==> config.mk <==
export PLATFORM = sky130hd
export DESIGN_NAME = wavelet_convolution_cut_core
export DESIGN_NICKNAME = d
export VERILOG_FILES = /design/src/hdl/wcc_pkg.sv /design/src/hdl/wavelet_convolution_cut_core.sv
export SDC_FILE = /design/constraint.sdc
export NUM_CORES = 2
export LEC_CHECK = 0
export CAP_MARGIN = 10
export CORE_MARGIN = 3
export CORE_UTILIZATION = 66
export CTS_CLUSTER_SIZE = 12
export DETAILED_ROUTE_END_ITERATION = 16
export DONT_BUFFER_PORTS = 1
export PLACE_DENSITY = 0.82
export SLEW_MARGIN = 20
export SYNTH_ARGS = -nofsm -noshare
export SYNTH_HDL_FRONTEND = slang
export SYNTH_SLANG_ARGS = --single-unit
export TNS_END_PERCENT = 1
==> constraint.sdc <==
create_clock -name clock -period 11.2 [get_ports clock]
set_clock_uncertainty 0.1 [all_clocks]
set_input_delay 2.24 -clock clock [delete_from_list [all_inputs] [get_ports clock]]
set_output_delay 2.24 -clock clock [all_outputs]
set_load 0.1 [all_outputs]
==> src/hdl/wcc_pkg.sv <==
// ----------------------------------------------------------------------------
// wcc_pkg
// types and fixed constants of the wavelet convolution cut core
// ----------------------------------------------------------------------------
package wcc_pkg;

   localparam int SAMPLE_BITS = 16;
   localparam int TAP_BITS    = 16;
   localparam int COEF_FRAC   = 15;
   localparam int INDEX_BITS  = 5;
   localparam int COUNT_BITS  = 6;
   localparam int DELAY_BITS  = 5;
   localparam int SEEN_BITS   = 6;
   localparam int CSR_IDX_W   = 4;
   localparam int CSR_DATA_W  = 8;

   localparam logic [SEEN_BITS-1:0] SEEN_MAX = '1;

   // register indexes
   localparam logic [CSR_IDX_W-1:0] REG_TAP_COUNT    = CSR_IDX_W'(0);
   localparam logic [CSR_IDX_W-1:0] REG_OUTPUT_DELAY = CSR_IDX_W'(1);

   // request kinds
   localparam logic REQ_TAP    = 1'b0;
   localparam logic REQ_SAMPLE = 1'b1;

   typedef struct packed {
      logic                          req_type;
      logic [INDEX_BITS-1:0]         tap_index;
      logic signed [TAP_BITS-1:0]    tap_value;
      logic signed [SAMPLE_BITS-1:0] sample;
      logic                          last_sample;
   } req_item_type;

   typedef struct packed {
      logic signed [SAMPLE_BITS-1:0] out_sample;
      logic                          last;
      logic                          saturated;
   } rsp_item_type;

endpackage

==> src/hdl/wavelet_convolution_cut_core.sv <==
// ----------------------------------------------------------------------------
// wavelet_convolution_cut_core
// trace convolution with a loaded wavelet, cut to trace length at a delay
// ----------------------------------------------------------------------------
// usage:
//  - csr channel writes tap_count (index 0) and output_delay (index 1);
//    csr_ready is always high, write only while no request is in flight
//  - a tap request writes one coefficient into the tap memory, no response
//  - a sample request shifts one trace sample into the delay line; its
//    convolution output leaves on the rsp channel unless it falls inside
//    the leading delay window, where it is dropped
//  - a sample marked last also pushes delay zero samples to flush the
//    remaining outputs; the final response carries last, then the delay
//    line and the sample counter clear
//  - one shared multiply-accumulate walks the taps, one tap per cycle: a
//    sample with an output runs from its accept through push, the tap walk,
//    drain, round and next before the next accept, and rsp_valid rises
//    after the round step; each flush output repeats push through next, a
//    tap request stays in idle, a dropped sample goes through push and next
//  - req_ready is high only while the sequencer is idle
//  - a finished response sits in the rsp register; the core keeps working
//    and only stalls in the round step if the previous response is unread
//  - reset clears the delay line, counters and control registers
//    (tap_count = 1, output_delay = 0); tap memory is undefined until written
// ----------------------------------------------------------------------------
module wavelet_convolution_cut_core #(
   parameter int MAX_TAPS = 32
) (
   input  logic                           clock,
   input  logic                           reset,
   input  logic                           req_valid,
   output logic                           req_ready,
   input  wcc_pkg::req_item_type          req_data,
   output logic                           rsp_valid,
   input  logic                           rsp_ready,
   output wcc_pkg::rsp_item_type          rsp_data,
   input  logic                           csr_valid,
   output logic                           csr_ready,
   input  logic [wcc_pkg::CSR_IDX_W-1:0]  csr_index,
   input  logic [wcc_pkg::CSR_DATA_W-1:0] csr_wdata
);
   import wcc_pkg::*;

   localparam int IDX_W = $clog2(MAX_TAPS);
   localparam int K_W   = $clog2(MAX_TAPS + 1);
   localparam int PROD_W = SAMPLE_BITS + TAP_BITS;
   localparam int ACC_W = PROD_W + IDX_W + 1;

   localparam logic signed [ACC_W-1:0] ROUND_ADD = ACC_W'(1) << (COEF_FRAC - 1);
   localparam logic signed [ACC_W-1:0] SAT_HI =
      {{(ACC_W-SAMPLE_BITS+1){1'b0}}, {(SAMPLE_BITS-1){1'b1}}};
   localparam logic signed [ACC_W-1:0] SAT_LO = ~SAT_HI;

   typedef enum logic [4:0] {
      ST_IDLE  = 5'b00001,
      ST_PUSH  = 5'b00010,
      ST_MAC   = 5'b00100,
      ST_ROUND = 5'b01000,
      ST_NEXT  = 5'b10000
   } state_type;

   // state and control
   state_type state_ff, state_in;
   logic [COUNT_BITS-1:0] tap_count_ff, tap_count_in;
   logic [DELAY_BITS-1:0] output_delay_ff, output_delay_in;
   logic [K_W-1:0]        k_ff, k_in;
   logic [IDX_W-1:0]      d_ff, d_in;
   logic [IDX_W-1:0]      flush_left_ff, flush_left_in;
   logic                  end_ff, end_in;
   logic                  cur_last_ff, cur_last_in;
   logic [SEEN_BITS-1:0]  seen_ff, seen_in;
   logic [K_W-1:0]        issue_ff, issue_in;
   logic                  p1_ff, p1_in;
   logic                  p2_ff, p2_in;
   logic                  rsp_valid_ff, rsp_valid_in;

   // datapath
   logic signed [SAMPLE_BITS-1:0] push_x_ff, push_x_in;
   logic signed [SAMPLE_BITS-1:0] dl_ff [MAX_TAPS];
   logic signed [SAMPLE_BITS-1:0] dl_in [MAX_TAPS];
   logic signed [TAP_BITS-1:0]    tap_mem [MAX_TAPS];
   logic signed [TAP_BITS-1:0]    tap_rd_ff;
   logic signed [SAMPLE_BITS-1:0] x_rd_ff;
   logic signed [PROD_W-1:0]      prod_ff;
   logic signed [ACC_W-1:0]       acc_ff, acc_in;
   rsp_item_type                  rsp_ff, rsp_in;

   logic             req_fire;
   logic             tap_we;
   logic [IDX_W-1:0] rd_addr;
   logic             do_push;
   logic             do_clear;
   logic [K_W-1:0]   k_eff;
   logic [IDX_W-1:0] d_eff;
   logic signed [ACC_W-1:0] rounded;
   logic signed [ACC_W-1:0] quot;
   logic             rsp_load;

   assign req_ready = (state_ff == ST_IDLE);
   assign req_fire  = req_valid && req_ready;
   assign csr_ready = 1'b1;
   assign rsp_valid = rsp_valid_ff;
   assign rsp_data  = rsp_ff;

   // effective tap count and delay from the csr values
   always_comb begin
      if (tap_count_ff == '0) begin
         k_eff = K_W'(1);
      end else if (32'(tap_count_ff) > MAX_TAPS) begin
         k_eff = K_W'(MAX_TAPS);
      end else begin
         k_eff = K_W'(tap_count_ff);
      end
      if (32'(output_delay_ff) > 32'(k_eff) - 1) begin
         d_eff = IDX_W'(k_eff - K_W'(1));
      end else begin
         d_eff = IDX_W'(output_delay_ff);
      end
   end

   // csr decode
   always_comb begin
      tap_count_in    = tap_count_ff;
      output_delay_in = output_delay_ff;
      if (csr_valid && csr_ready) begin
         unique case (csr_index)
            REG_TAP_COUNT:    tap_count_in    = csr_wdata[COUNT_BITS-1:0];
            REG_OUTPUT_DELAY: output_delay_in = csr_wdata[DELAY_BITS-1:0];
            default: ;
         endcase
      end
   end

   assign tap_we = req_fire && (req_data.req_type == REQ_TAP) &&
                   (32'(req_data.tap_index) < MAX_TAPS);

   // round half up, then clip to the sample range
   assign rounded = acc_ff + ROUND_ADD;
   assign quot    = rounded >>> COEF_FRAC;

   assign rd_addr = IDX_W'(issue_ff);

   // sequencer
   always_comb begin
      state_in      = state_ff;
      k_in          = k_ff;
      d_in          = d_ff;
      flush_left_in = flush_left_ff;
      end_in        = end_ff;
      cur_last_in   = cur_last_ff;
      seen_in       = seen_ff;
      issue_in      = issue_ff;
      p1_in         = 1'b0;
      p2_in         = p1_ff;
      push_x_in     = push_x_ff;
      acc_in        = acc_ff;
      do_push       = 1'b0;
      do_clear      = 1'b0;
      rsp_load      = 1'b0;
      rsp_in        = rsp_ff;

      if (p2_ff) begin
         acc_in = acc_ff + ACC_W'(prod_ff);
      end

      unique case (state_ff)
         ST_IDLE: begin
            if (req_fire && (req_data.req_type == REQ_SAMPLE)) begin
               push_x_in     = req_data.sample;
               k_in          = k_eff;
               d_in          = d_eff;
               end_in        = req_data.last_sample;
               flush_left_in = req_data.last_sample ? d_eff : '0;
               state_in      = ST_PUSH;
            end
         end
         ST_PUSH: begin
            do_push     = 1'b1;
            cur_last_in = end_ff && (flush_left_ff == '0);
            if (seen_ff != SEEN_MAX) begin
               seen_in = seen_ff + SEEN_BITS'(1);
            end
            if (seen_ff >= SEEN_BITS'(d_ff)) begin
               acc_in   = '0;
               issue_in = '0;
               state_in = ST_MAC;
            end else begin
               state_in = ST_NEXT;
            end
         end
         ST_MAC: begin
            if (issue_ff < k_ff) begin
               p1_in    = 1'b1;
               issue_in = issue_ff + K_W'(1);
            end else if (!p1_ff && !p2_ff) begin
               state_in = ST_ROUND;
            end
         end
         ST_ROUND: begin
            if (!rsp_valid_ff || rsp_ready) begin
               rsp_load = 1'b1;
               rsp_in.last = cur_last_ff;
               if (quot > SAT_HI) begin
                  rsp_in.out_sample = SAT_HI[SAMPLE_BITS-1:0];
                  rsp_in.saturated  = 1'b1;
               end else if (quot < SAT_LO) begin
                  rsp_in.out_sample = SAT_LO[SAMPLE_BITS-1:0];
                  rsp_in.saturated  = 1'b1;
               end else begin
                  rsp_in.out_sample = quot[SAMPLE_BITS-1:0];
                  rsp_in.saturated  = 1'b0;
               end
               state_in = ST_NEXT;
            end
         end
         ST_NEXT: begin
            if (flush_left_ff != '0) begin
               // flush step: push a zero sample
               push_x_in     = '0;
               flush_left_in = flush_left_ff - IDX_W'(1);
               state_in      = ST_PUSH;
            end else begin
               if (end_ff) begin
                  do_clear = 1'b1;
                  seen_in  = '0;
                  end_in   = 1'b0;
               end
               state_in = ST_IDLE;
            end
         end
         default: state_in = ST_IDLE;
      endcase

      if (rsp_load) begin
         rsp_valid_in = 1'b1;
      end else if (rsp_ready) begin
         rsp_valid_in = 1'b0;
      end else begin
         rsp_valid_in = rsp_valid_ff;
      end
   end

   // delay line: shift on push, clear at trace end
   always_comb begin
      for (int i = 0; i < MAX_TAPS; i++) begin
         dl_in[i] = dl_ff[i];
      end
      if (do_push) begin
         dl_in[0] = push_x_ff;
         for (int i = 1; i < MAX_TAPS; i++) begin
            dl_in[i] = dl_ff[i-1];
         end
      end else if (do_clear) begin
         for (int i = 0; i < MAX_TAPS; i++) begin
            dl_in[i] = '0;
         end
      end
   end

   always_ff @(posedge clock) begin
      if (reset) begin
         state_ff        <= ST_IDLE;
         tap_count_ff    <= COUNT_BITS'(1);
         output_delay_ff <= '0;
         k_ff            <= K_W'(1);
         d_ff            <= '0;
         flush_left_ff   <= '0;
         end_ff          <= 1'b0;
         cur_last_ff     <= 1'b0;
         seen_ff         <= '0;
         issue_ff        <= '0;
         p1_ff           <= 1'b0;
         p2_ff           <= 1'b0;
         rsp_valid_ff    <= 1'b0;
         for (int i = 0; i < MAX_TAPS; i++) begin
            dl_ff[i] <= '0;
         end
      end else begin
         state_ff        <= state_in;
         tap_count_ff    <= tap_count_in;
         output_delay_ff <= output_delay_in;
         k_ff            <= k_in;
         d_ff            <= d_in;
         flush_left_ff   <= flush_left_in;
         end_ff          <= end_in;
         cur_last_ff     <= cur_last_in;
         seen_ff         <= seen_in;
         issue_ff        <= issue_in;
         p1_ff           <= p1_in;
         p2_ff           <= p2_in;
         rsp_valid_ff    <= rsp_valid_in;
         dl_ff           <= dl_in;
      end
   end

   // payload registers
   always_ff @(posedge clock) begin
      push_x_ff <= push_x_in;
      acc_ff    <= acc_in;
      rsp_ff    <= rsp_in;
      x_rd_ff   <= dl_ff[rd_addr];
      prod_ff   <= tap_rd_ff * x_rd_ff;
   end

   // tap memory, registered read
   always_ff @(posedge clock) begin
      if (tap_we) begin
         tap_mem[IDX_W'(req_data.tap_index)] <= req_data.tap_value;
      end
      tap_rd_ff <= tap_mem[rd_addr];
   end

endmodule

### Yosys cells after proc, flatten, opt, wreduce, memory -nomap -nowiden

Memories as Yosys holds them, arrays and structs flattened. A register that Yosys moved wholly into a read port is not among the register bits.
Index checks and enable logic that the tools add are counted.

| word-level totals | value |
|---|---|
| bits in registers | 681 |
| RAM bits | 512 |
| bits of input ports | 56 |
| output and inout bits | 21 |
| logic and storage cells | 164 |
| memories kept | 1 |

Memory list:

| memory | words | bits a word | read ports | clocked after Yosys merged registers in | wr ports | line | text |
|---|---|---|---|---|---|---|---|
| tap_mem | 32 | 16 | 1 | 1 | 1 | wavelet_convolution_cut_core.sv:81 | `logic signed [TAP_BITS-1:0] tap_mem [MAX_TAPS];` |

| cells by class | value |
|---|---|
| add/subtract/negate cells | 7 |
| multiply operators | 1 |
| order comparisons | 7 |
| equality and inequality tests | 17 |
| multiplexer cells | 48 |
| bitwise logic cells | 3 |
| reduce and logical (&&, ||, !) cells | 28 |

Operator list:

| kind | number |
|---|---|
| $mux W512 | 2 |
| $mux W38 | 3 |
| $bmux W16 S5 | 1 |
| $mux W16 | 5 |
| $mux W5 | 9 |
| $mux W6 | 7 |
| $add A38 B16 Y38 const B | 1 |
| $add A38 B32 Y38 | 1 |
| $gt A5 B32 Y1 | 1 |
| $mul A16 B16 Y32 | 1 |
| $pmux W16 S2 | 1 |
| $pmux W5 S5 | 1 |
| $pmux W6 S2 | 2 |
| $gt A23 B16 Y1 const B | 1 |
| $lt A23 B16 Y1 const B | 1 |
| $ne A2 B2 Y1 const B | 9 |
| $mux W1 | 14 |
| $add A6 B1 Y6 const B | 2 |
| $pmux W5 S2 | 1 |
| $reduce_bool A2 Y1 | 5 |
| $sub A5 B1 Y5 const B | 2 |
| $reduce_and A3 Y1 | 3 |
| $reduce_and A2 Y1 | 4 |
| $reduce_and A4 Y1 | 2 |
| 25 further kinds | 32 |

### Longest topological paths before layout

| logic depth | value |
|---|---|
| depth in word-level cells | 9 |
| depth in mapped cells | 24 |
| depth with buffers taken out | 23 |

### Worst setup path after synthesis

OpenSTA, ideal clock, no wires.

| timing | value |
|---|---|
| path type | register to register |
| start point | register tap_rd_ff[15], read port of tap_mem |
| end point | register prod_ff[31] |
| setup time | 0.079 ns |
| arrival time | 6.099 ns |
| data required time | 11.021 ns |
| slack | 4.922 ns |
| cell stages (with the launch flop) | 23 |
| buffers on the path | 2 |
| period minus slack after synthesis | 6.278 ns |
| cell sequence | dfxtp_1 > clkbuf_1 > nand2_1 > inv_1 > fa_1 > fa_1 > fa_1 > fa_1 > fa_1 > inv_1 > fa_1 > inv_1 > ha_1 > clkbuf_1 > inv_1 > o21ai_0 > a21oi_1 > nand2_1 > o21a_1 > a41o_1 > or4_1 > and3_1 > a211oi_2 |

| on the way | value |
|---|---|
| cells in the longest elaborated chain, start to end | 1 |

RTL lines:

| item | line | text |
|---|---|---|
| from (decl) | wavelet_convolution_cut_core.sv:82 | `logic signed [TAP_BITS-1:0] tap_rd_ff;` |
| $mul A16 B16 Y32 | wavelet_convolution_cut_core.sv:302 | `prod_ff <= tap_rd_ff * x_rd_ff;` |
| to (signal assigned) | wavelet_convolution_cut_core.sv:302 |  |
| to (decl) | wavelet_convolution_cut_core.sv:84 | `logic signed [PROD_W-1:0] prod_ff;` |

No other way between the ends.
A chain may end at the register's enable or synchronous reset.

### Final worst setup path

| timing | value |
|---|---|
| start point | register x_rd_ff[1] |
| end point | register prod_ff[31] |

| on the way | value |
|---|---|
| cells in the longest elaborated chain, start to end | 1 |

RTL lines:

| item | line | text |
|---|---|---|
| from (decl) | wavelet_convolution_cut_core.sv:83 | `logic signed [SAMPLE_BITS-1:0] x_rd_ff;` |
| from (signal assigned) | wavelet_convolution_cut_core.sv:301 | `x_rd_ff <= dl_ff[rd_addr];` |
| $mul A16 B16 Y32 | wavelet_convolution_cut_core.sv:302 |  |

No other way between the ends.

==> results.md <==
- Net Count, Synth: 5166
- FFs w/ async S/R, synth: 0
- DRT iter0 DRCs: 4141
- Total number of vias: 37.5k
- Min Tclk post-route: 6.96 ns
- CTS Hold Buffers Added: 0
- Sequential fraction of the synthesis area: 0.505
- H-tree depth: 3
- Type of the worst min-delay path: reg2reg
- Sequential power share: 0.504
- Clock share of power: 0.390
- #FFs+latches synth: 1209
- Crit end category: flip-flop
- Mean area per synthesized cell: 12.5 sq um
- Worst path required time: 11.70 ns
- Final Hold Viols: 0
- FP Rows: 108
- Final setup TNS: 0 ns
- Critical Path Start Type: flip-flop
- Cts bufs inserted: 117
- P_sw: 2360 uW
- Latest clock arrival within the worst-skew pair: 0.70 ns
- Peak Freq: 144 MHz
- GRT Residual Overflow: 0
- Combinational share of power: 0.106
- Post-route ant nets: 0
- DRC: 0
- RSZ-0062 raised after global routing: false
- Reg area: 29700 sq um
- CP arrival: 7.46 ns
- Cell count after synthesis: 4708
- Initial antenna violation count: 4
- Sw frac: 0.246
- GP Congestion: 0.882
- Ys Warns: 0
- Layout cells sized above 1: 0.128
- Slew headroom: -0.364
- LEAKAGE: 0.0230 uW
- Pint: 7230 uW
- Wire per inst: 22.7 microns
- PostCTS Resize Cnt: 0
- Core footprint: 87600 sq um
- Clock Path Buffers: 3
- RR Startpoint: x_rd_ff[1]
- Gr usage total: 0.287
- Number of distinct library cells after synthesis: 79
- Chip height: 304 microns
- Post-Route WL: 132000 microns
- Power density over cell area: 152 nW/um^2
- Synth Cell Area: 58800 sq um
- Min-delay src: cur_last_ff
- Pin count of the biggest net entering global routing: 560
- Fillers: 5558
- EDFF count, synth: 546
- CTS clk-pin slew, worst paths: 0.06 ns
- Status: finished with violations
- # clock sinks: 1209
- Nets: 5027
- Crit path launch: x_rd_ff[1]
- Clock Tree Root: clkbuf_16
- Drt via density: 6.46
- WS Path Type: reg2reg
- Die ar.: 92700 sq um
- Util after Layout: 0.720
- Area delta synth->final: 7.31%
- CTS tree: yes
- Final period util: 0.621
- Top-level I/O count: 77
- Final setup vio count: 0
- First-pass GRT wire length: 212000 microns
- Maximum vdd ir drop: 158 uV
- Maxcap violations: 0
- 1st-pass router iterations: 8
- I/O Buffers: 0
- Leading register cell type out of synthesis: dfxtp_1
- Post-DP HPWL: 78300 microns
- Slew @ Worst Pin: 2.05 ns
- Post-CTS setup buffers: 0
- Area occupied by multi-input gates: 26700 sq um
- Fin. max-slew vios: 296
- Violated checks: slew limit
- Die X: 304 microns
- Starting Density: 0.671
- Vias in the first global route: 37.9k
- Worst-path maximum fanout: 16
-- state kept, by name, indices dropped and copies added (netlist names), 5 cells and up --
signal and cells:
acc_ff 38, d_ff 5, dl_ff 512, flush_left_ff 5, issue_ff 6, k_ff 6
output_delay_ff 5, prod_ff 32, push_x_ff 16, rsp_data 18, seen_ff 6, state_ff 5
tap_count_ff 6, tap_mem 512, tap_rd_ff 16, x_rd_ff 16
-- layer usage --
layer	share of wire	wire (microns)	up-vias	GRT usage
met5	0.00033	44	-	0
met4	0.037	4870	6	0.105
met3	0.070	9200	331	0.0434
met2	0.50	66100	1637	0.478
met1	0.39	51600	18800	0.386
li1	-	-	16700	-
-- metrics by stage --
stage | hold slack [ns] | area (sq um) | instances | setup WS, ns | total power (uW)
2_1_floorplan | 0.308 | 58800 | 4708 | 4.92 | 5700
3_3_place_gp | 0.322 | 59500 | 5605 | 4.37 | 5900
3_5_place_dp | 0.327 | 59500 | 5605 | 4.27 | 5930
4_1_cts | 0.341 | 63000 | 5800 | 4.27 | 9630
5_1_grt | 0.356 | 63100 | 5802 | 3.90 | 9930
6_report | 0.339 | 63100 | 5802 | 4.24 | 9590
-- cells in the mapped netlist, types with 4 or more instances --
| library cell | number | area [sq um] |
|---|---|---|
| and4_1 | 6 | 52.6 |
| a22oi_1 | 515 | 3870 |
| mux2_2 | 33 | 372 |
| buf_2 | 29 | 145 |
| a21oi_1 | 87 | 435 |
| nand3b_1 | 6 | 45.0 |
| o22ai_1 | 5 | 31.3 |
| nand2_1 | 194 | 728 |
| nor2b_1 | 24 | 150 |
| ha_1 | 139 | 1740 |
| and2_1 | 148 | 926 |
| dfxtp_1 | 663 | 13300 |
| xor2_1 | 33 | 289 |
| a211o_1 | 6 | 52.6 |
| a21o_1 | 28 | 210 |
| fa_1 | 263 | 5270 |
| mux4_2 | 320 | 7210 |
| and3_1 | 19 | 119 |
| xnor2_1 | 50 | 438 |
| o31a_1 | 4 | 35.0 |
| a211oi_1 | 15 | 113 |
| o21bai_1 | 5 | 37.5 |
| nor2_1 | 662 | 2480 |
| nor3_1 | 42 | 210 |
| clkbuf_1 | 246 | 923 |
| or2_2 | 4 | 25.0 |
| nor4_1 | 4 | 25.0 |
| o21ai_0 | 57 | 285 |
| mux2i_1 | 31 | 310 |
| nand2b_1 | 23 | 144 |
| inv_1 | 319 | 1200 |
| o21a_1 | 12 | 90.1 |
| a31o_2 | 4 | 35.0 |
| o211ai_1 | 11 | 82.6 |
| buf_1 | 36 | 135 |
| nand3_1 | 41 | 205 |
| nand4_1 | 7 | 43.8 |
| edfxtp_1 | 546 | 16400 |
| a31oi_1 | 6 | 37.5 |
-- layout by cell type, fill, tap and decap left out, types with 31 or more instances in the layout --
cell type,Yosys,layout
nand2_1,194,194
a22oi_1,515,515
ha_1,139,139
mux4_2,320,320
mux2i_1,31,31
mux2_2,33,33
edfxtp_1,546,546
nor3_1,42,42
fa_1,263,263
a21oi_1,87,87
nor2_1,662,660
nand3_1,41,41
dfxtp_1,663,658
xor2_1,33,33
o21ai_0,57,57
xnor2_1,50,50
and2_1,148,147
clkbuf_16,0,119
buf_4,2,50
inv_1,319,319
clkbuf_1,246,47
-- worst paths after layout --
path	endpoint	depth (start not counted)	slack, ns
hold / removal	rsp_data[1]	0	0.34
hold reg to reg	rsp_data[1]	0	0.34
setup reg to reg	prod_ff[31]	20	4.24
setup / recovery	prod_ff[31]	20	4.24
-- cell families (layout without fill, tap and decap cells) --
kind of cell / Yosys count / count (layout) / synth area share
flops: 1209 / 1209 / 0.505
simple gates: 1198 / 1198 / 0.0901
compound gates: 798 / 798 / 0.0981
buf+inv: 633 / 570 / 0.0412
fa+ha+maj: 402 / 402 / 0.119
mux: 384 / 384 / 0.134
xor+xnor: 83 / 83 / 0.0124
other cells: 1 / 3 / 0.0000638
-- final cells by class --
| class | count | share of cell area |
|---|---|---|
| Sequential cell | 1209 | 0.471 |
| Clock inverter | 15 | 0.00355 |
| Timing Repair Buffer | 55 | 0.00726 |
| Tap cell | 1155 | 0.0229 |
| Antenna cell | 2 | 0.0000794 |
| Multi-Input combinational cell | 2866 | 0.424 |
| Inverter | 320 | 0.0190 |
| Clock buffer | 180 | 0.0530 |
-- critical path, cell delays in order, from the launching register on --
cell	delay [ns]
dfxtp_1	0.76
nand2_1	0.20
inv_1	0.16
fa_1	0.57
fa_1	0.93
fa_1	0.53
fa_1	0.51
fa_1	0.49
inv_1	0.05
fa_1	0.48
inv_1	0.04
ha_1	0.37
inv_1	0.08
o21ai_0	0.08
a21oi_1	0.21
nand2_1	0.07
o21a_1	0.21
a41o_1	0.28
or4_1	0.45
and3_1	0.18
a211oi_2	0.13
-- power groups by stage --
stage	Clock, uW	Sequential, uW	Combinational (uW)
6_report	3740	4830	1020
5_1_grt	3950	4840	1140
4_1_cts	3790	4830	1020
3_5_place_dp	0	4920	1010
3_3_place_gp	0	4920	977
2_1_floorplan	0	4860	843
No activity file was read; power rests on OpenSTA's default activity.
